--- src/natt_pkg.sv ---
`timescale 1ns / 1ps
`default_nettype none
// ----------------------------------------------------------------------------
// natt_pkg: shared types and codes for the translation table
// Status, function and register codes and sequencer states.
// ----------------------------------------------------------------------------
package natt_pkg;
	localparam logic [2:0] ST_HIT      = 3'd0;
	localparam logic [2:0] ST_NEW      = 3'd1;
	localparam logic [2:0] ST_NOTFOUND = 3'd2;
	localparam logic [2:0] ST_FULL     = 3'd3;
	localparam logic [2:0] ST_TICK     = 3'd4;

	localparam logic [1:0] FN_OUT  = 2'd0;
	localparam logic [1:0] FN_IN   = 2'd1;
	localparam logic [1:0] FN_TICK = 2'd2;

	localparam logic [1:0] REG_TIMEOUT  = 2'd0;
	localparam logic [1:0] REG_MIN_PORT = 2'd1;
	localparam logic [1:0] REG_MAX_PORT = 2'd2;

	typedef enum logic [3:0] {
		S_IDLE,
		S_LOOK,
		S_EXPIRE,
		S_PORT_INIT,
		S_PORT_SCAN,
		S_STORE,
		S_READ,
		S_READ2,
		S_DONE
	} state_t;
endpackage
`default_nettype wire

--- src/nat_translation_table.sv ---
`timescale 1ns / 1ps
`default_nettype none
// ----------------------------------------------------------------------------
// nat_translation_table: address and port translation table
// Outbound lookup or new mapping, inbound lookup, and a seconds tick.
// ----------------------------------------------------------------------------
// Input channel in_valid/in_ready carries func and the packet fields; output
// channel out_valid/out_ready carries one result per item. Configuration is
// a plain write port (cfg_we, cfg_index, cfg_data), used while idle.
// One item at a time: a sequencer walks the slots one per cycle through a
// single shared compare unit and slot memory port.
// A tick or an unknown func goes straight to the done state. An inbound item
// walks the slots until a live match or the last slot; a hit in either
// direction stops the walk and reads the matching slot back.
// An outbound miss walks the slots once to look up and once to expire, then
// probes port candidates, each probe a walk over the slots, for at most
// ENTRIES probes, then stores the mapping and reads it back. A full table or
// an empty port range answers after the expiry walk, or after all probes.
// in_ready is high only in the idle state with the output register empty;
// the result waits there until taken, and the next item is accepted from the
// cycle after that transfer.
// Reset clears all valid bits and the seconds clock, sets the port candidate
// to 1024 and loads the configuration defaults; slot contents stay unknown.
// ----------------------------------------------------------------------------
module nat_translation_table #(
	parameter int ENTRIES = 16
) (
	input  wire logic        clk,
	input  wire logic        arst_n,
	input  wire logic        in_valid,
	output logic             in_ready,
	input  wire logic [1:0]  func,
	input  wire logic [31:0] host_ip,
	input  wire logic [47:0] host_mac,
	input  wire logic [15:0] host_port,
	input  wire logic [31:0] peer_ip,
	input  wire logic [15:0] mapped_port,
	output logic             out_valid,
	input  wire logic        out_ready,
	output logic [2:0]       status,
	output logic [47:0]      out_mac,
	output logic [31:0]      out_host_ip,
	output logic [15:0]      out_host_port,
	output logic [31:0]      out_peer_ip,
	output logic [15:0]      out_mapped_port,
	input  wire logic        cfg_we,
	input  wire logic [1:0]  cfg_index,
	input  wire logic [15:0] cfg_data
);
	import natt_pkg::*;

	localparam int IW = (ENTRIES > 1) ? $clog2(ENTRIES) : 1;
	localparam int CW = IW + 1;
	localparam logic [CW-1:0] LAST = CW'(ENTRIES - 1);

	// slot memory (one read port, one write port)
	logic [47:0] mem_mac   [ENTRIES];
	logic [31:0] mem_iip   [ENTRIES];
	logic [15:0] mem_ipt   [ENTRIES];
	logic [31:0] mem_rip   [ENTRIES];
	logic [15:0] mem_port  [ENTRIES];
	logic [31:0] mem_seen  [ENTRIES];
	logic [ENTRIES-1:0] valid_q;

	logic [15:0] timeout_q, min_q, max_q;
	logic [31:0] now_q;
	logic [15:0] cand_q, c_q;
	logic [1:0]  func_q;
	logic [31:0] iip_q, rip_q;
	logic [47:0] mac_q;
	logic [15:0] ipt_q, ept_q;
	state_t      state_q, state_d;
	logic [CW-1:0] idx_q;
	logic [CW-1:0] tries_q;
	logic [IW-1:0] hit_q;
	logic [2:0]  st_q;

	// registered read data
	logic [47:0] r_mac;
	logic [31:0] r_iip, r_rip, r_seen;
	logic [15:0] r_ipt, r_port;
	logic [IW-1:0] raddr;

	logic          r_ok;
	logic          match_out, match_in, expired, used;
	logic [31:0]   age;
	logic          free_any;
	logic [IW-1:0] free_idx;

	assign in_ready = (state_q == S_IDLE) && !out_valid;
	assign age      = now_q - r_seen;
	assign expired  = age > {16'd0, timeout_q};
	assign match_out = (r_iip == iip_q) && (r_ipt == ipt_q) && (r_rip == rip_q);
	assign match_in  = (r_rip == rip_q) && (r_port == ept_q) && !expired;
	assign used      = (r_port == c_q);

	// lowest free slot (priority over valid bits)
	always_comb begin
		free_any = 1'b0;
		free_idx = '0;
		for (int i = ENTRIES - 1; i >= 0; i--) begin
			if (!valid_q[i]) begin
				free_any = 1'b1;
				free_idx = IW'(i);
			end
		end
	end

	// the read address is idx itself and the registered read data trails it,
	// marked by r_ok; hold the chosen slot through S_READ and S_READ2
	always_comb begin
		raddr = idx_q[IW-1:0];
		if (state_q == S_READ || state_q == S_READ2) raddr = hit_q;
	end

	always_ff @(posedge clk) begin
		r_mac  <= mem_mac[raddr];
		r_iip  <= mem_iip[raddr];
		r_ipt  <= mem_ipt[raddr];
		r_rip  <= mem_rip[raddr];
		r_port <= mem_port[raddr];
		r_seen <= mem_seen[raddr];
	end

	// write memory: refresh on hit, full store on new mapping
	always_ff @(posedge clk) begin
		if (state_q == S_STORE) begin
			mem_mac[free_idx]  <= mac_q;
			mem_iip[free_idx]  <= iip_q;
			mem_ipt[free_idx]  <= ipt_q;
			mem_rip[free_idx]  <= rip_q;
			mem_port[free_idx] <= c_q;
			mem_seen[free_idx] <= now_q;
		end else if (state_q == S_LOOK && r_ok && valid_q[idx_q[IW-1:0] - IW'(1)] &&
			((func_q == FN_OUT) ? match_out : match_in)) begin
			mem_seen[idx_q[IW-1:0] - IW'(1)] <= now_q;
		end
	end

	always_ff @(posedge clk or negedge arst_n) begin
		if (!arst_n) state_q <= S_IDLE;
		else         state_q <= state_d;
	end

	// next state
	always_comb begin
		logic [IW-1:0] pi;
		pi = idx_q[IW-1:0] - IW'(1);
		state_d = state_q;
		case (state_q)
			S_IDLE: begin
				if (in_valid && in_ready) begin
					if (func == FN_OUT || func == FN_IN) state_d = S_LOOK;
					else state_d = S_DONE;
				end
			end
			S_LOOK: begin
				if (r_ok && valid_q[pi] &&
					((func_q == FN_OUT) ? match_out : match_in))
					state_d = S_READ;
				else if (r_ok && pi == IW'(ENTRIES - 1))
					state_d = (func_q == FN_OUT) ? S_EXPIRE : S_DONE;
			end
			S_EXPIRE: begin
				if (r_ok && pi == IW'(ENTRIES - 1)) state_d = S_PORT_INIT;
			end
			S_PORT_INIT: begin
				if (!free_any || min_q >= max_q) state_d = S_DONE;
				else state_d = S_PORT_SCAN;
			end
			S_PORT_SCAN: begin
				if (r_ok && valid_q[pi] && used) begin
					if (tries_q == LAST) state_d = S_DONE;
				end else if (r_ok && pi == IW'(ENTRIES - 1)) begin
					state_d = S_STORE;
				end
			end
			S_STORE: state_d = S_READ;
			S_READ:  state_d = S_READ2;
			S_READ2: state_d = S_DONE;
			S_DONE:  state_d = S_IDLE;
			default: state_d = S_IDLE;
		endcase
	end

	// datapath and sequencer registers
	always_ff @(posedge clk or negedge arst_n) begin
		if (!arst_n) begin
			valid_q   <= '0;
			timeout_q <= 16'd300;
			min_q     <= 16'd1024;
			max_q     <= 16'd65535;
			now_q     <= '0;
			cand_q    <= 16'd1024;
			out_valid <= 1'b0;
			idx_q     <= '0;
			tries_q   <= '0;
			r_ok      <= 1'b0;
			st_q      <= ST_NOTFOUND;
			hit_q     <= '0;
		end else begin
			logic [IW-1:0] pi;
			logic [15:0]   cn;
			logic [CW-1:0] idx_n;
			logic          ok_n;
			pi = idx_q[IW-1:0] - IW'(1);
			cn = c_q + 16'd1;
			if (cfg_we) begin
				case (cfg_index)
					REG_TIMEOUT:  timeout_q <= cfg_data;
					REG_MIN_PORT: min_q     <= cfg_data;
					REG_MAX_PORT: max_q     <= cfg_data;
					default: ;
				endcase
			end
			if (out_valid && out_ready) out_valid <= 1'b0;
			// advance the slot walk: idx leads the registered read by one slot
			idx_n = idx_q;
			ok_n  = 1'b0;
			if (idx_q != CW'(ENTRIES)) begin
				idx_n = idx_q + CW'(1);
				ok_n  = 1'b1;
			end
			case (state_q)
				S_IDLE: begin
					idx_n = '0;
					ok_n  = 1'b0;
					if (in_valid && in_ready) begin
						if (func == FN_TICK) begin
							now_q <= now_q + 32'd1;
							st_q  <= ST_TICK;
						end else begin
							st_q <= ST_NOTFOUND;
						end
					end
				end
				S_LOOK: begin
					if (r_ok && valid_q[pi] &&
						((func_q == FN_OUT) ? match_out : match_in)) begin
						hit_q <= pi;
						st_q  <= ST_HIT;
					end else if (r_ok && pi == IW'(ENTRIES - 1)) begin
						idx_n = '0;
						ok_n  = 1'b0;
					end
				end
				S_EXPIRE: begin
					if (r_ok && valid_q[pi] && expired) valid_q[pi] <= 1'b0;
				end
				S_PORT_INIT: begin
					st_q    <= ST_FULL;
					tries_q <= '0;
					idx_n   = '0;
					ok_n    = 1'b0;
					c_q     <= (cand_q < min_q || cand_q >= max_q) ? min_q : cand_q;
				end
				S_PORT_SCAN: begin
					if (r_ok && valid_q[pi] && used) begin
						// candidate taken: try the next one from slot zero
						c_q     <= (cn < min_q || cn >= max_q) ? min_q : cn;
						tries_q <= tries_q + CW'(1);
						idx_n   = '0;
						ok_n    = 1'b0;
					end
				end
				S_STORE: begin
					valid_q[free_idx] <= 1'b1;
					hit_q   <= free_idx;
					st_q    <= ST_NEW;
					cand_q  <= (cn >= max_q) ? min_q : cn;
				end
				S_DONE: out_valid <= 1'b1;
				default: ;
			endcase
			idx_q <= idx_n;
			r_ok  <= ok_n;
		end
	end

	// capture the item and build the result
	always_ff @(posedge clk) begin
		if (in_valid && in_ready) begin
			func_q <= func;
			iip_q  <= host_ip;
			mac_q  <= host_mac;
			ipt_q  <= host_port;
			rip_q  <= peer_ip;
			ept_q  <= mapped_port;
		end
		if (state_q == S_DONE) begin
			status <= st_q;
			if (st_q == ST_HIT || st_q == ST_NEW) begin
				out_mac         <= r_mac;
				out_host_ip     <= r_iip;
				out_host_port   <= r_ipt;
				out_peer_ip     <= r_rip;
				out_mapped_port <= r_port;
			end else begin
				out_mac         <= '0;
				out_host_ip     <= '0;
				out_host_port   <= '0;
				out_peer_ip     <= '0;
				out_mapped_port <= '0;
			end
		end
	end
endmodule
`default_nettype wire

--- config.mk ---
export PLATFORM = sky130hd
export DESIGN_NAME = nat_translation_table
export DESIGN_NICKNAME = d
export VERILOG_FILES = /design/src/natt_pkg.sv /design/src/nat_translation_table.sv
export SDC_FILE = /design/constraint.sdc
export NUM_CORES = 2
export LEC_CHECK = 0
export BUFFER_PORTS_ARGS = -buffer_cell sky130_fd_sc_hd__buf_2
export CORE_ASPECT_RATIO = 0.5
export CORE_MARGIN = 5
export CORE_UTILIZATION = 48
export CTS_CLUSTER_DIAMETER = 150
export DETAILED_ROUTE_END_ITERATION = 10
export MAX_ROUTING_LAYER = met4
export PLACE_DENSITY = 0.64
export SYNTH_ARGS = -nofsm -noshare
export SYNTH_HDL_FRONTEND = slang
export SYNTH_SLANG_ARGS = --single-unit
--- constraint.sdc ---
create_clock -name clk -period 7.7 [get_ports clk]
set_input_delay 1.54 -clock clk [delete_from_list [all_inputs] [get_ports clk]]
set_output_delay 1.54 -clock clk [all_outputs]
set_load 0.01 [all_outputs]
* Word level (Yosys, flattened, before mapping)
Memories as Yosys holds them, arrays and structs flattened. A register that Yosys moved wholly into a read port is not among the register bits.
Index checks and enable logic that the tools add are counted.
** Operators by class
- $add $sub $neg :: 6
- $lt $le $gt $ge :: 10
- Eq/ne operators :: 29
- Mux-type cells :: 86
- Bitwise gates (word level) :: 3
- Reductions and logical operators :: 48
** Operator list (number)
- $mux W4 :: 29
- $mux W16 :: 5
- $eq A32 B32 Y1 :: 2
- $pmux W16 S2 :: 2
- $eq A16 B16 Y1 :: 3
- $ge A16 B16 Y1 :: 3
- $add A32 B1 Y32 const B :: 1
- $gt A32 B16 Y1 :: 1
- $lt A16 B16 Y1 :: 2
- $mux W1 :: 32
- $mux W32 :: 1
- $pmux W4 S8 :: 1
- $reduce_or A32 Y1 :: 1
- $sub A32 B32 Y32 :: 1
- $mux W5 :: 5
- $logic_and A1 B1 Y1 :: 17
- $add A16 B1 Y16 const B :: 1
- $and A16 B16 Y16 :: 1
- $eq A4 B3 Y1 const B :: 4
- $not A16 Y16 :: 1
- $or A16 B16 Y16 :: 1
- $pmux W5 S3 :: 1
- $pmux W3 S4 :: 1
- $reduce_and A2 Y1 :: 6
- other kinds (32) :: 60
** Word-level totals
- Register bits :: 444
- RAM bits :: 2816
- Input port bits :: 169
- Output and inout bits :: 149
- Logic and storage cells :: 214
- Memories :: 6
** Memories
- mem_mac :: words 16, bits a word 48, read ports 1, clocked after memory_dff 1, write ports 1, RTL line nat_translation_table.sv:57 : logic [47:0] mem_mac [ENTRIES];
- mem_iip :: words 16, bits a word 32, read ports 1, clocked after memory_dff 1, write ports 1, RTL line nat_translation_table.sv:58 : logic [31:0] mem_iip [ENTRIES];
- mem_rip :: words 16, bits a word 32, read ports 1, clocked after memory_dff 1, write ports 1, RTL line nat_translation_table.sv:60 : logic [31:0] mem_rip [ENTRIES];
- mem_seen :: words 16, bits a word 32, read ports 1, clocked after memory_dff 1, write ports 1, RTL line nat_translation_table.sv:62 : logic [31:0] mem_seen [ENTRIES];
- mem_ipt :: words 16, bits a word 16, read ports 1, clocked after memory_dff 1, write ports 1, RTL line nat_translation_table.sv:59 : logic [15:0] mem_ipt [ENTRIES];
- mem_port :: words 16, bits a word 16, read ports 1, clocked after memory_dff 1, write ports 1, RTL line nat_translation_table.sv:61 : logic [15:0] mem_port [ENTRIES];

* Depth between registers and ports, before layout
- Depth after elaboration :: 22
- Depth in mapped cells :: 23
- Gate-level depth less buffers :: 21

* Worst setup path before layout
Ideal clock, no wire load.
- Path kind :: in2reg
- Start :: input in_valid
- End :: register st_q[0]
- Setup time :: 0.124 ns
- Arrival time :: 9.150 ns
- Data required time :: 7.576 ns
- Slack :: -1.574 ns
- Stages on the path :: 6
- Buffers on the path :: 0
- Path through :: nand2b_1 > nor2_1 > nor3_1 > a221o_1 > a21o_1 > a211o_1
** On the way
- Longest elaborated chain between the ends :: 3
** RTL lines
- start: declaration :: RTL line nat_translation_table.sv:30 : input wire logic in_valid,
- $logic_and A1 B1 Y1 :: RTL line nat_translation_table.sv:228 : if (in_valid && in_ready) begin
- $ne A2 B1 Y1 (no line)
- $reduce_and A3 Y1 (no line)
- end signal: assignment :: RTL line nat_translation_table.sv:231 : st_q <= ST_TICK;
- end signal: assignment :: RTL line nat_translation_table.sv:233 : st_q <= ST_NOTFOUND;
- end signal: assignment :: RTL line nat_translation_table.sv:241 : st_q <= ST_HIT;
- end: declaration :: RTL line nat_translation_table.sv:76 : logic [2:0] st_q;
No other way between the ends.
A chain may end at the register's enable or synchronous reset.

* Worst setup path after layout
- Start :: register now_q[0]
- End :: memory mem_seen[13][13], enable pin
** On the way
- Longest elaborated chain between the ends :: 11
- Elaborated cells between the ends (all ways) :: 12
- Those cells by class :: add/sub (1); order compare (1); mux (6); reduce/logical (4)
** RTL lines
- start: declaration :: RTL line nat_translation_table.sv:66 : logic [31:0] now_q;
- start signal: assignment :: RTL line nat_translation_table.sv:230 : now_q <= now_q + 32'd1;
- $sub A32 B32 Y32 (*) :: RTL line nat_translation_table.sv:91 : assign age = now_q - r_seen;
- $gt A32 B16 Y1 (*) :: RTL line nat_translation_table.sv:92 : assign expired = age > {16'd0, timeout_q};
- $logic_not A1 Y1 (*) :: RTL line nat_translation_table.sv:94 : assign match_in = (r_rip == rip_q) && (r_port == ept_q) && !expired;
- $logic_and A1 B1 Y1 (*) :: RTL line nat_translation_table.sv:94
- $mux W1 (*) :: RTL line nat_translation_table.sv:135 : ((func_q == FN_OUT) ? match_out : match_in)) begin
- $logic_and A1 B1 Y1 (*) :: RTL line nat_translation_table.sv:134 : end else if (state_q == S_LOOK && r_ok && valid_q[idx_q[IW-1:0] - IW'(1)] &&
- $mux W1 (*) :: RTL line nat_translation_table.sv:134
- $mux W1 (*) :: RTL line nat_translation_table.sv:127 : if (state_q == S_STORE) begin
- $mux W1 (implied by the code) (*) :: RTL line nat_translation_table.sv:136 : mem_seen[idx_q[IW-1:0] - IW'(1)] <= now_q;
- $reduce_or A32 Y1 (no line)
- $mux W4 (no line) or $mux W1 (tied branches)
- end: declaration :: RTL line nat_translation_table.sv:62
Mark *: on every way between the ends. The rest lies on a longest branch, timed or not.

==> impl_metrics.tcl <==
set metrics [dict create \
    core.rowCount 136 \
    worstSetupEndpointType "register" \
    grt_pass1_vias 66735 \
    nNetsFinal 7549 \
    ys.flop_type "edfxtp_1" \
    io_buffer_count 317 \
    crit_required_ns 8.16 \
    worst_slew_pin_slew_ns 1.14 \
    start_util 0.483 \
    dpl.hpwl_um 169000 \
    hp-class "register to register" \
    die_w_um 753 \
    htree_levels 5 \
    synth-edff-count 3125 \
    avgSynthCellArea_um2 19.5 \
    tritoncts "done" \
    holdPathEnd "status[0]" \
    yosysUniqueCellTypes 77 \
    synth_compound_area_frac 0.0351 \
    slew_headroom 0.225 \
    whs_path_depth 0 \
    dr.pass1.iters 5 \
    whs_ns 0.461 \
    rsz0062_at_grt "no" \
    drc 0 \
    crit_arrival_ns 7.64 \
    antenna_found_initial 17 \
    power_w 0.0493 \
    drive_above_1_share 0.233 \
    synth_xor_area_frac 0.0122 \
    ys_async_sr_fraction 0.0393 \
    cts_made_buffers 304 \
    core_um2 275000 \
    skew_ns 0.0675 \
    clkLatencyLatePin_ns 0.87 \
    clock_sinks 3436 \
    worst-path-max-fanout 32 \
    yosysSeqAreaShare 0.760 \
    gp_congestion 0.868 \
    grt.total_usage 0.223 \
    grt_pass1_wl_um 462000 \
    reg2reg_from "now_q[0]" \
    hold_start "st_q[0]" \
    finalHoldViolCount 0 \
    final_antenna_net_count 0 \
    drt_iter0_markers 6876 \
    cap_viol_max_count 0 \
    timing.rr.end "mem_seen[13][13]" \
    cts_root_buf "clkbuf_16" \
    crit_path_start_kind "register" \
    period_needed_ns 7.18 \
    clk_path_buf_depth 4 \
    setup.worst_path.class "register to register" \
    num_io_pins 318 \
    cts_setup_buffers 0 \
    r2r_cells 19 \
    synthSimpleGateAreaFrac 0.0423 \
    status "finished clean" \
    cts_hold_buf 0 \
    syn_inst 6789 \
    powerDensity_nw_per_um2 330 \
    gr-total-overflow 0 \
    fmax_mhz 139 \
    netlist_area_um2 133000 \
    cts_resized 0 \
    synth-seq-cells 3436 \
    slew_violations 0 \
    synth_top_family_by_area "multiplexers" \
    viasPerCell 5.95 \
    post_drt_wl_per_cell_um 28.3 \
    die_y_um 382 \
    post-route-period-util 0.933 \
    wl_um 315000 \
    yosys_warnings 0 \
    rrSetupSlack_ns 0.52 \
    peakVddDrop_mv 0.202 \
    n_fill_cell 20948 \
    leakage_nw 49.0 \
    synth_mux_area_frac 0.125 \
    synth_fa_ha_area_frac 0.0128 \
    area_growth_syn_to_layout_pct 12.7 \
    grt_max_degree 125 \
    final-setup-viol-count 0 \
    die-area_um2 288000 \
    clk_pin_slew_ns 0.07 \
    syn-num-nets 7093 \
    vias 66309 \
]
## Yosys cell counts, types with 17 or more instances
master,n,area [µm²]
a211oi_1,183,1370
a21o_1,44,330
a21oi_1,91,455
a221o_1,17,170
a31oi_1,182,1140
and2_1,319,2000
buf_1,66,248
buf_2,37,185
clkbuf_1,217,815
dfrtp_1,112,2800
dfstp_2,23,604
dfxtp_1,176,3520
edfxtp_1,3125,93800
ha_1,134,1680
inv_1,114,428
mux2_2,35,394
mux2i_1,22,220
mux4_2,709,16000
nand2_1,474,1780
nand3_1,49,245
nand4_1,50,313
nor2_1,107,402
nor2b_1,18,113
nor3_1,27,135
o21ai_0,99,495
xnor2_1,132,1160
xor2_1,52,455
## cell usage in the layout, fill, tap and decap left out, drive strengths merged, types with 17 or more instances in the layout
cell,Yosys,routed
o21ai,99,99
nor2b,18,18
bufinv,0,19
dfxtp,176,176
and2,328,328
nand4,52,52
nand2,474,474
xor2,52,52
buf,104,471
a21o,44,44
mux4,709,709
a21oi,91,91
ha,134,134
edfxtp,3125,3125
inv,114,127
nor2,107,107
dfrtp,112,112
nor3,27,27
mux2,35,35
clkinv,1,76
clkbuf,217,429
mux2i,22,22
xnor2,132,132
nand3,53,53
a31oi,182,182
dfstp,23,23
a211oi,183,183
clkinvlp,0,17
a221o,17,17
## worst max-delay path by stage
stage,start,to,slack (ns),cells after the start
final,now_q[0],mem_seen[13][13],0.52,19
after global routing,now_q[0],mem_seen[12][8],0.14,19
after CTS,now_q[0],mem_seen[12][8],0.53,19
after detailed placement,now_q[0],mem_seen[12][19],0.56,19
after global placement,now_q[0],mem_seen[12][18],0.63,20
after floorplan,valid_q[15],mem_iip[0][0],-0.77,11
## report_power, final
part | internal [W] | leakage [nW] | switching (W) | total (W)
Sequential | 0.0223 | 30.9 | 0.00139 | 0.0237
Combinational | 0.00464 | 13.4 | 0.00577 | 0.0104
Clock | 0.00849 | 4.78 | 0.00675 | 0.0152
## flip-flops by register name, indices dropped and copies added, names as in the netlist, 48 cells and up
signal    count
mem_mac     768
r_mac        48
mem_rip     512
mem_seen    512
mem_iip     512
out_mac      48
mem_ipt     256
mac_q        48
mem_port    256
## cell families (layout without fill, tap and decap cells)
logic type / after synthesis / in the layout
mux: 766 / 766
fa+ha+maj: 135 / 135
compound gates: 697 / 697
other cells: 0 / 3
simple gates: 1135 / 1135
flops: 3436 / 3436
buf+inv: 436 / 1139
xor+xnor: 184 / 184
## worst max-delay path, cell delays in order (launching register included)
cell and delay [ns]:
dfrtp_1 0.35, inv_1 0.07, ha_1 0.23, fa_1 0.42
nor2b_1 0.19, o2111ai_1 0.23, a2111oi_0 0.77, nor3_1 0.12
xnor2_1 0.17, ha_1 0.32, nand4_1 0.15, or4_1 0.53
o21ai_0 0.12, nand4_1 0.12, or4b_1 0.54, or4b_1 0.71
o32ai_4 0.50, mux2i_1 0.47, a21oi_4 0.22, buf_4 0.53
## layer usage
layer  vias up  GRT usage  share of wire
met5         -          -              0
met4         0     0.0454          0.021
met3       423     0.0279          0.063
met2      2233      0.351           0.48
met1     35427      0.319           0.43
li1      28226          -              -
## stage by stage
step / setup slack, ns / utilization / instances / area [µm²] / setup TNS, ns
finish: 0.519 / 0.544 / 11152 / 150000 / 0
global route: 0.138 / 0.544 / 11151 / 150000 / 0
detailed placement: 0.558 / 0.508 / 10596 / 140000 / 0
CTS: 0.527 / 0.544 / 11149 / 150000 / 0
global placement: 0.630 / 0.508 / 10592 / 140000 / 0
floorplan: -0.773 / - / 6789 / 133000 / -1476.05
## area by class of cell
type	instances	area [µm²]	share of cell area
multi-input combinational	2917	30600	0.205
tap	3657	4580	0.0306
clock inverter	124	1240	0.00828
timing repair buffer	471	3300	0.0221
antenna	3	7.51	0.0000502
clock buffer	429	8600	0.0575
sequential	3436	101000	0.674
inverter	115	432	0.00289
(Power assumes the default switching activity.)
